## src/sv/sap_hdr_pkg.sv

```systemverilog
// types and constants shared by the announcement header parser
// no dependencies; imported by every module of the block
package sap_hdr_pkg;

  // parse phase, one-hot; the terminator never sits in the phase register
  typedef enum logic [4:0] {
    PH_HEADER  = 5'b00001,
    PH_ORIGIN  = 5'b00010,
    PH_AUTH    = 5'b00100,
    PH_MIME    = 5'b01000,
    PH_PAYLOAD = 5'b10000
  } phase_t;

  typedef enum logic [2:0] {
    RG_HEADER  = 3'd0,
    RG_ORIGIN  = 3'd1,
    RG_AUTH    = 3'd2,
    RG_MIME    = 3'd3,
    RG_TERM    = 3'd4,
    RG_PAYLOAD = 3'd5
  } region_t;

  typedef enum logic [1:0] {
    ST_PENDING  = 2'd0,
    ST_ACCEPTED = 2'd1,
    ST_SHORT    = 2'd2,
    ST_NOMIME   = 2'd3
  } status_t;

  // header byte positions
  localparam logic [15:0] POS_FLAGS   = 16'd0;
  localparam logic [15:0] POS_AUTHLEN = 16'd1;
  localparam logic [15:0] POS_ID_LO   = 16'd2;
  localparam logic [15:0] POS_MAX     = 16'hFFFF;

  // packet lengths, compared against the 17-bit byte count
  localparam logic [16:0] MIN_LEN = 17'd8;
  localparam logic [16:0] V4_END  = 17'd8;
  localparam logic [16:0] V6_END  = 17'd20;

  // flag byte layout
  localparam int FLG_VER_HI = 7;
  localparam int FLG_VER_LO = 5;
  localparam int FLG_V6     = 4;
  localparam int FLG_DEL    = 2;
  localparam int FLG_ENC    = 1;
  localparam int FLG_CMP    = 0;

  typedef struct packed {
    logic [7:0] packet_byte;
    logic       final_byte;
  } in_item_t;

  typedef struct packed {
    logic [7:0]  byte_out;
    region_t     region;
    logic [2:0]  version;
    logic        ipv6_origin;
    logic        deletion;
    logic        encrypted;
    logic        compressed;
    logic [9:0]  auth_bytes;
    logic [15:0] message_id;
    status_t     status;
    logic        packet_done;
  } out_item_t;

endpackage

```

## src/sv/sap_announcement_header_parser.sv

```systemverilog
// top level of the announcement header parser: input and result registers
// around the decode core; depends on sap_hdr_pkg and sap_hdr_core
//
//   channel   ports                          carries
//   input     in_valid / in_ready / in_data  one packet byte and last-byte mark
//   result    out_valid / out_ready / out_data  tagged byte, header fields, status
//
// one byte per cycle while the result side keeps taking results; a byte goes
// through the input register, then the result register, from which it can
// transfer out
// the decode between the two registers is a single pass, state advances when
// a byte moves into the result register
// synchronous active-low reset clears both stages and the parse state
// a stalled result holds; the input register keeps taking bytes until it too
// is full
module sap_announcement_header_parser (
  input  logic                   clk,
  input  logic                   rst_n,
  input  logic                   in_valid,
  output logic                   in_ready,
  input  sap_hdr_pkg::in_item_t  in_data,
  output logic                   out_valid,
  input  logic                   out_ready,
  output sap_hdr_pkg::out_item_t out_data
);
  import sap_hdr_pkg::*;

  logic      s1_valid_r;
  in_item_t  s1_item_r;
  logic      out_valid_r;
  out_item_t out_data_r;
  out_item_t result;
  logic      out_free;
  logic      step;

  assign out_free = !out_valid_r || out_ready;
  assign step     = s1_valid_r && out_free;
  assign in_ready = !s1_valid_r || out_free;

  sap_hdr_core u_core (
    .clk    (clk),
    .rst_n  (rst_n),
    .step   (step),
    .item   (s1_item_r),
    .result (result)
  );

  always_ff @(posedge clk) begin
    if (!rst_n) begin
      s1_valid_r  <= 1'b0;
      out_valid_r <= 1'b0;
    end else begin
      if (in_valid && in_ready) begin
        s1_valid_r <= 1'b1;
      end else if (step) begin
        s1_valid_r <= 1'b0;
      end
      if (step) begin
        out_valid_r <= 1'b1;
      end else if (out_ready) begin
        out_valid_r <= 1'b0;
      end
    end
  end

  always_ff @(posedge clk) begin
    if (in_valid && in_ready) begin
      s1_item_r <= in_data;
    end
    if (step) begin
      out_data_r <= result;
    end
  end

  assign out_valid = out_valid_r;
  assign out_data  = out_data_r;

endmodule

```

## src/sv/sap_hdr_core.sv

```systemverilog
// parse state and per-byte decode of the announcement header
// depends on sap_hdr_pkg
module sap_hdr_core (
  input  logic                  clk,
  input  logic                  rst_n,
  input  logic                  step,
  input  sap_hdr_pkg::in_item_t item,
  output sap_hdr_pkg::out_item_t result
);
  import sap_hdr_pkg::*;

  logic [15:0] pos_r, pos_nxt;
  phase_t      phase_r, phase_nxt;
  logic [7:0]  flags_r, flags_nxt;
  logic [9:0]  auth_len_r, auth_len_nxt;
  logic [15:0] id_r, id_nxt;
  logic [9:0]  auth_rem_r, auth_rem_nxt;
  logic        mime_seen_r, mime_seen_nxt;

  logic [16:0] pos_inc;
  region_t     region;
  status_t     status;
  logic [7:0]  b;

  assign b       = item.packet_byte;
  assign pos_inc = {1'b0, pos_r} + 17'd1;

  always_comb begin
    pos_nxt       = (pos_r == POS_MAX) ? pos_r : pos_inc[15:0];
    phase_nxt     = phase_r;
    flags_nxt     = flags_r;
    auth_len_nxt  = auth_len_r;
    id_nxt        = id_r;
    auth_rem_nxt  = auth_rem_r;
    mime_seen_nxt = mime_seen_r;
    region        = RG_PAYLOAD;
    unique case (phase_r)
      PH_HEADER: begin
        region = RG_HEADER;
        priority if (pos_r == POS_FLAGS) begin
          flags_nxt = b;
        end else if (pos_r == POS_AUTHLEN) begin
          auth_len_nxt = {b, 2'b00};
        end else if (pos_r == POS_ID_LO) begin
          id_nxt = {id_r[15:8], b};
        end else begin
          id_nxt    = {b, id_r[7:0]};
          phase_nxt = PH_ORIGIN;
        end
      end
      PH_ORIGIN: begin
        region = RG_ORIGIN;
        if (pos_inc >= (flags_r[FLG_V6] ? V6_END : V4_END)) begin
          if (auth_len_r != 10'd0) begin
            auth_rem_nxt = auth_len_r;
            phase_nxt    = PH_AUTH;
          end else begin
            phase_nxt = PH_MIME;
          end
        end
      end
      PH_AUTH: begin
        region       = RG_AUTH;
        auth_rem_nxt = auth_rem_r - 10'd1;
        if (auth_rem_nxt == 10'd0) begin
          phase_nxt = PH_MIME;
        end
      end
      PH_MIME: begin
        if (b == 8'd0) begin
          region    = RG_TERM;
          phase_nxt = PH_PAYLOAD;
        end else begin
          region        = RG_MIME;
          mime_seen_nxt = 1'b1;
        end
      end
      default: begin
        region    = RG_PAYLOAD;
        phase_nxt = PH_PAYLOAD;
      end
    endcase

    status = ST_PENDING;
    if (item.final_byte) begin
      priority if (pos_inc < MIN_LEN || phase_nxt == PH_HEADER ||
                   phase_nxt == PH_ORIGIN || phase_nxt == PH_AUTH) begin
        status = ST_SHORT;
      end else if (mime_seen_nxt) begin
        status = ST_ACCEPTED;
      end else begin
        status = ST_NOMIME;
      end
    end
  end

  // decoded fields show the state after this byte
  always_comb begin
    result.byte_out    = b;
    result.region      = region;
    result.version     = flags_nxt[FLG_VER_HI:FLG_VER_LO];
    result.ipv6_origin = flags_nxt[FLG_V6];
    result.deletion    = flags_nxt[FLG_DEL];
    result.encrypted   = flags_nxt[FLG_ENC];
    result.compressed  = flags_nxt[FLG_CMP];
    result.auth_bytes  = auth_len_nxt;
    result.message_id  = id_nxt;
    result.status      = status;
    result.packet_done = item.final_byte;
  end

  // the final byte returns the parser to its start state
  always_ff @(posedge clk) begin
    if (!rst_n || (step && item.final_byte)) begin
      pos_r       <= '0;
      phase_r     <= PH_HEADER;
      flags_r     <= '0;
      auth_len_r  <= '0;
      id_r        <= '0;
      auth_rem_r  <= '0;
      mime_seen_r <= 1'b0;
    end else if (step) begin
      pos_r       <= pos_nxt;
      phase_r     <= phase_nxt;
      flags_r     <= flags_nxt;
      auth_len_r  <= auth_len_nxt;
      id_r        <= id_nxt;
      auth_rem_r  <= auth_rem_nxt;
      mime_seen_r <= mime_seen_nxt;
    end
  end

endmodule

```

## config.mk

```make
export PLATFORM = sky130hd
export DESIGN_NAME = sap_announcement_header_parser
export DESIGN_NICKNAME = d
export VERILOG_FILES = /design/src/sv/sap_hdr_pkg.sv /design/src/sv/sap_announcement_header_parser.sv /design/src/sv/sap_hdr_core.sv
export SDC_FILE = /design/constraint.sdc
export NUM_CORES = 1
export LEC_CHECK = 0
export BUFFER_PORTS_ARGS = -buffer_cell sky130_fd_sc_hd__buf_4
export CORE_MARGIN = 4
export CORE_UTILIZATION = 53
export DETAILED_ROUTE_END_ITERATION = 10
export HOLD_SLACK_MARGIN = 0.06
export PLACE_DENSITY = 0.81
export SETUP_SLACK_MARGIN = 0.3
export SYNTH_ARGS = -nofsm -noshare
export SYNTH_HDL_FRONTEND = slang
export SYNTH_SLANG_ARGS = --single-unit
```

## constraint.sdc

```tcl
create_clock -name clk -period 2.95 [get_ports clk]
set_input_delay 0.4425 -clock clk [delete_from_list [all_inputs] [get_ports clk]]
set_output_delay 0.4425 -clock clk [all_outputs]
set_load 0.01 [all_outputs]
```

* Word-level counts from Yosys, hierarchy flattened *
Cells that the tools add are included.

word-level totals
  latch bits = 0
  ROM bits = 0
  memories = 0
  input port bits = 13
  register bits = 124
  output and inout bits = 49
  memory bits (writable) = 0

cells by class
  muxes and demuxes = 31
  reductions and logical operators = 23
  equality and inequality tests = 12
  magnitude comparators = 2
  shift-type cells = 0
  add/subtract/negate cells = 2
  div/mod/pow operators = 0
  bitwise gates (word level) = 2
  multipliers = 0

operators by type and width
  operator                 count
  $mux W16                 4
  $mux W10                 5
  $mux W5                  7
  $pmux W10 S2             1
  $pmux W5 S4              1
  $add A16 B1 Y17 const B  1
  $ge A17 B17 Y1           1
  $lt A17 B4 Y1 const B    1
  $eq A16 B1 Y1 const B    1
  $eq A16 B16 Y1 const B   1
  $eq A16 B2 Y1 const B    1
  $logic_not A16 Y1        1
  $mux W8                  2
  $pmux W3 S4              1
  $eq A5 B1 Y1 const B     2
  $eq A5 B2 Y1 const B     2
  $eq A5 B3 Y1 const B     2
  $logic_not A10 Y1        1
  $reduce_bool A10 Y1      1
  $sub A10 B1 Y10 const B  1
  $logic_not A8 Y1         1
  $logic_or A1 B1 Y1       6
  $mux W1                  6
  $reduce_bool A2 Y1       3
  other kinds (12)         19

* Longest topological paths before layout *
  word-level depth = 10
  depth in mapped cells = 10
  mapped depth without buffers = 10

* Modules after synthesis *
From an unflattened synthesis, not the netlist that was laid out.

second synthesis, totals
  cell total of the unflattened synthesis = 548
  area, all modules = 5684.2 µm²

modules (own cells, without submodules)
  module                          seq. area each (µm²)  area an instance (µm²)  times used  cells each
  sap_hdr_core                    1301.2                3898.7                  1           483
  sap_announcement_header_parser  1721.7                1785.5                  1           65

* Worst setup path after synthesis *
Ideal clock, no wire load.

  kind = in2reg
  start point = input out_ready
  end point = register out_data_r, in the netlist out_data[0], enable pin
  stages on the path = 5
  slack = -0.093 ns
  data required time = 2.520 ns
  setup time = 0.430 ns
  arrival time = 2.613 ns
  path through = nor2b_1 > nand2b_1 > inv_1 > clkbuf_1 > clkbuf_1

on the way
  word-level cells in the longest chain between the ends = 2

ends and longest elaborated chain
  what                    line                                  text
  start: declaration      sap_announcement_header_parser.sv:23  input logic out_ready,
  $logic_or A1 B1 Y1      sap_announcement_header_parser.sv:36  assign out_free = !out_valid_r || out_ready;
  $logic_and A1 B1 Y1     sap_announcement_header_parser.sv:37  assign step = s1_valid_r && out_free;
  named net step          sap_announcement_header_parser.sv:34  logic step;
  end signal: assignment  sap_announcement_header_parser.sv:71  out_data_r <= result;
  end: declaration        sap_announcement_header_parser.sv:31  out_item_t out_data_r;

The timed path passes the listed nets, and every way through them passes these cells.
A chain may end at the register's enable or synchronous reset.

* Final worst setup path *
  start point = register u_core.pos_r[0]
  end point = register out_data_r, in the netlist out_data[2], data pin

on the way
  word-level cells in the longest chain between the ends = 10
  elaborated cells on any way between the ends = 18
  those cells by class = add/sub (1); order compare (2); eq/ne (5); mux (6); reduce/logical (4)

ends and longest elaborated chain
  what                                                     line                 text
  start: declaration                                       sap_hdr_core.sv:12   logic [15:0] pos_r, pos_nxt;
  start signal: assignment                                 sap_hdr_core.sv:123  pos_r <= pos_nxt;
  branches (longest 8 deep; another with $add A16 B1 Y17)  n/a
  $logic_or A1 B1 Y1 (*)                                   sap_hdr_core.sv:87   phase_nxt == PH_ORIGIN || phase_nxt == PH_AUTH) begin
  $mux W2 (*)                                              sap_hdr_core.sv:86   priority if (pos_inc < MIN_LEN || phase_nxt == PH_HEADER ||

Mark *: on every way between the ends.

==> metrics.md <==
| Metric | Value |
|---|---|
| Status | finished, final reports clean |
| Critical path startpoint category | flop |
| CTS Hold Bufs | 0 |
| Post-Syn Nets | 580 |
| Initial DRT Pass Iterations | 5 |
| Vias in the first global route | 4,392 |
| FF-to-FF setup slack | 0.32 ns |
| Hold/Removal Path Class | input port to flop |
| Largest net degree at the start of global routing | 38 |
| Via Count | 4,597 |
| # DRC | 0 |
| Number of antenna-violating nets in the routed design | 0 |
| FFs w/ async S/R, synth | 0% |
| Post-Synth Simple-Gate Area | 20.2% |
| Synth top area share | 29.5% |
| Routed wire length per instance | 17.6 µm |
| Root Driver | clkbuf_8 |
| Arrival time at the worst endpoint | 2.89 ns |
| First-pass GRT wire length | 22,500 µm |
| GRT met3 Usage | 4.95% |
| Worst-case clock buffer depth | 2 |
| Ant diodes | 0 |
| Ratio of routed vias to standard cells | 5.83 |
| Worst-case hold path end point | s1_item_r[8] |
| Max VDD drop | 0.407 mV |
| Post-Synth Adder-Cell Area | 1.97% |
| Max-slew headroom | 56.1% |
| Area delta synth->final | 23.8% |
| Die ar. | 12,500 µm² |
| Final cell area excluding filler cells | 7070 µm² |
| Inst Count DP | 742 |
| Share of cells above drive strength 1 | 27.9% |
| Worst path required time | 3.21 ns |
| Chip width | 112 µm |
| Num ports | 62 |
| Post-synthesis mux area share | 6.64% |
| Largest family of logic cells by synthesized area | simple AND/OR/NAND/NOR gates |
| Post-Synthesis Cells | 558 |
| Initial antenna violation count | 0 |
| Worst clock skew | 0.00924 ns |
| Pwr dens | 593 nW/µm² |
| MaxCap Viol Count | 0 |
| Starting Density | 54.8% |
| Worst Hold Launch | in_data[8] |
| Number of flops mapped to enable cells by yosys | 56 |
| Port bufs | 61 |
| Worst path slowest cell | a2111oi_4 |
| Fin crit period | 2.63 ns |
| Xor and xnor fraction of the mapped netlist area | 2.91% |
| Fin crit share | 89.2% |
| Pleak | 2.67 nW |
| Hold Crit Depth | 1 |
| Syn avg cell area | 10.2 µm² |
| Netlist Area Pre-Place | 5710 µm² |
| FP Rows | 37 |
| Met2 global-route usage | 37.0% |
| Final WL | 13,800 µm |
| FF/Latch Area | 3040 µm² |
| Gr ovfl total | 0 |
| Yosys reg bits | 123 |
| M1 GR Usage | 29.2% |
| Post-synthesis compound-gate area fraction | 12.4% |
| Multi-input gate area | 2590 µm² |
| DP HPWL | 9140 µm |
| Most used routing layer in global routing | met2 |
| Crit Reg-Reg Endpoint | out_data[2] |
| Placement-stage cell area | 6330 µm² |
| Final Slew Violations | 0 |
| Synth Flop Type | dfxtp_1 |
| Seq/Total Area, Yosys | 52.9% |
| Total CTS buffers | 17 |
| Critical Path End Type | flop |
| Nets | 661 |
| DR iter-0 viols | 361 |
| CTS tree | done |
| Slowest stage delay, CP | 0.38 ns |
| Max Clk Rate | 0.380 GHz |
| GP Congestion | 0.882 |
| Worst Hold Slack | 0.0956 ns |
| Fin. Hold Viols | 0 |
| Finished Layout Cells | 788 |
| CTS Sinks | 123 |
| Latest clock arrival within the worst-skew pair | 0.52 ns |
| H-tree levels | 4 |
| Total Neg Setup Slack | 0 ns |
| FF-to-FF path depth | 9 |
| Clk slew on worst S/H paths | 0.06 ns |
| R2r startpoint | u_core.pos_r[0] |
| FILL cells | 755 |
| Crit-path cells | ha_4, xnor2_1, ha_1, a21bo_2, a21o_1, a21o_4, or3_4, a2111oi_4, a21boi_1 |
| Post-synth top area cell | edfxtp_1 |
| Synth area leaders | edfxtp_1 29%, dfxtp_1 23%, mux2_2 6.1% |
| Worst Tran Pin Value | 0.654 ns |
| RSZ-0062 raised after global routing | yes |
| Final setup vio count | 0 |
| Overall power | 4.19 mW |
| Netlist cell types | 65 |
| Critical path class | flop to flop |
| Crit-path max FO | 5 |
| Yosys warning count | 0 |
| Core ar. | 10,400 µm² |
| Gr usage total | 22.3% |
| Die Ht | 112 µm |
-- state kept, by name, summed over array words and instances, names as in the netlist --
name / flops
out_data: 47
u_core.phase_r: 5
u_core.auth_len_r: 10
u_core.pos_r: 16
u_core.mime_seen_r: 1
out_valid: 1
u_core.flags_r: 7
u_core.auth_rem_r: 10
s1_valid_r: 1
s1_item_r: 9
u_core.id_r: 16
-- cell usage in the layout, fill, tap and decap left out, drive strengths merged, types with 14 or more instances in the layout --
cell type / n
buf: 87
nand2: 84
dfxtp: 67
edfxtp: 56
nor2: 52
a21oi: 44
mux2: 31
clkbuf: 19
nand3: 18
nor3: 16
o21ai: 16
inv: 14
-- power by group --
part	switching (mW)	internal (mW)
registers	0.0456	1.85
clock network	0.781	1.21
logic	0.170	0.138
total	0.996	3.20
-- worst max-delay path, delay by kind of cell (launching register included) --
family,cells,cell delay [ns]
XOR/XNOR,1,0.13
AND/OR/NAND/NOR,1,0.35
flip-flops,1,0.36
adder cells (fa/ha/maj),2,0.47
AO/OA/AOI/OAI,5,1.08
-- area by class of cell --
| type | instances | area share (%) |
|---|---|---|
| Clock buffer | 19 | 5.97 |
| Inverter | 11 | 0.584 |
| Tap cell | 136 | 2.41 |
| Multi-Input combinational cell | 399 | 36.6 |
| Timing Repair Buffer | 87 | 9.42 |
| Clock inverter | 13 | 2.02 |
| Sequential cell | 123 | 43.0 |
-- routing by layer --
metal / up-vias / share of wire [%]
met5: - / 0
met4: 0 / 1.3
met3: 20 / 5.6
met2: 170 / 50
met1: 2228 / 43
li1: 2179 / -
-- repair_timing --
action,CTS,global route
endpoints found under the setup margin,2,34
pin swaps,4,11
resized for setup,6,9
gates cloned,0,0
buffers inserted,4,10
-- cell usage after synthesis, types with 6 or more instances --
cell       n
clkbuf_1  11
nor3_1    16
nor2b_1    6
ha_1       9
xnor2_1   12
nand3_1   18
edfxtp_1  56
nand2_1   84
o21ai_0   15
dfxtp_1   67
buf_2      7
a31oi_1    6
nand2b_1   8
and2_1     6
xor2_1     7
mux2_2    31
a21oi_1   43
nor2_1    52
inv_1     11
-- kinds of logic (layout without fill, tap and decap cells) --
family / Yosys count / after routing
AOI/OAI and AO/OA: 104 / 104
xor gates and xnor gates: 19 / 19
adders and majority gates: 9 / 9
buffers and inverters: 36 / 130
DFF: 123 / 123
muxes: 34 / 34
and+or+nand+nor: 233 / 233
-- metrics by stage --
| step | utilization, % | worst slack, ns |
|---|---|---|
| finish | 67.9 | 0.318 |
| global route | 67.9 | 0.276 |
| CTS | 66.8 | 0.300 |
| detailed placement | 60.8 | 0.116 |
| global placement | 60.8 | 0.192 |
| floorplan | - | 0.320 |
-- worst max-delay path by stage --
| stage | start | end | slack (ns) | cells past startpoint |
|---|---|---|---|---|
| after floorplan | u_core.pos_r[0] | out_data[2] | 0.32 | 9 |
| after global routing | u_core.pos_r[0] | out_data[2] | 0.28 | 9 |
| after detailed placement | u_core.pos_r[2] | out_data[2] | 0.12 | 8 |
| after global placement | u_core.pos_r[0] | out_data[2] | 0.19 | 9 |
| after CTS | u_core.pos_r[1] | out_data[2] | 0.30 | 9 |
| final | u_core.pos_r[0] | out_data[2] | 0.32 | 9 |
(Power assumes the default switching activity.)
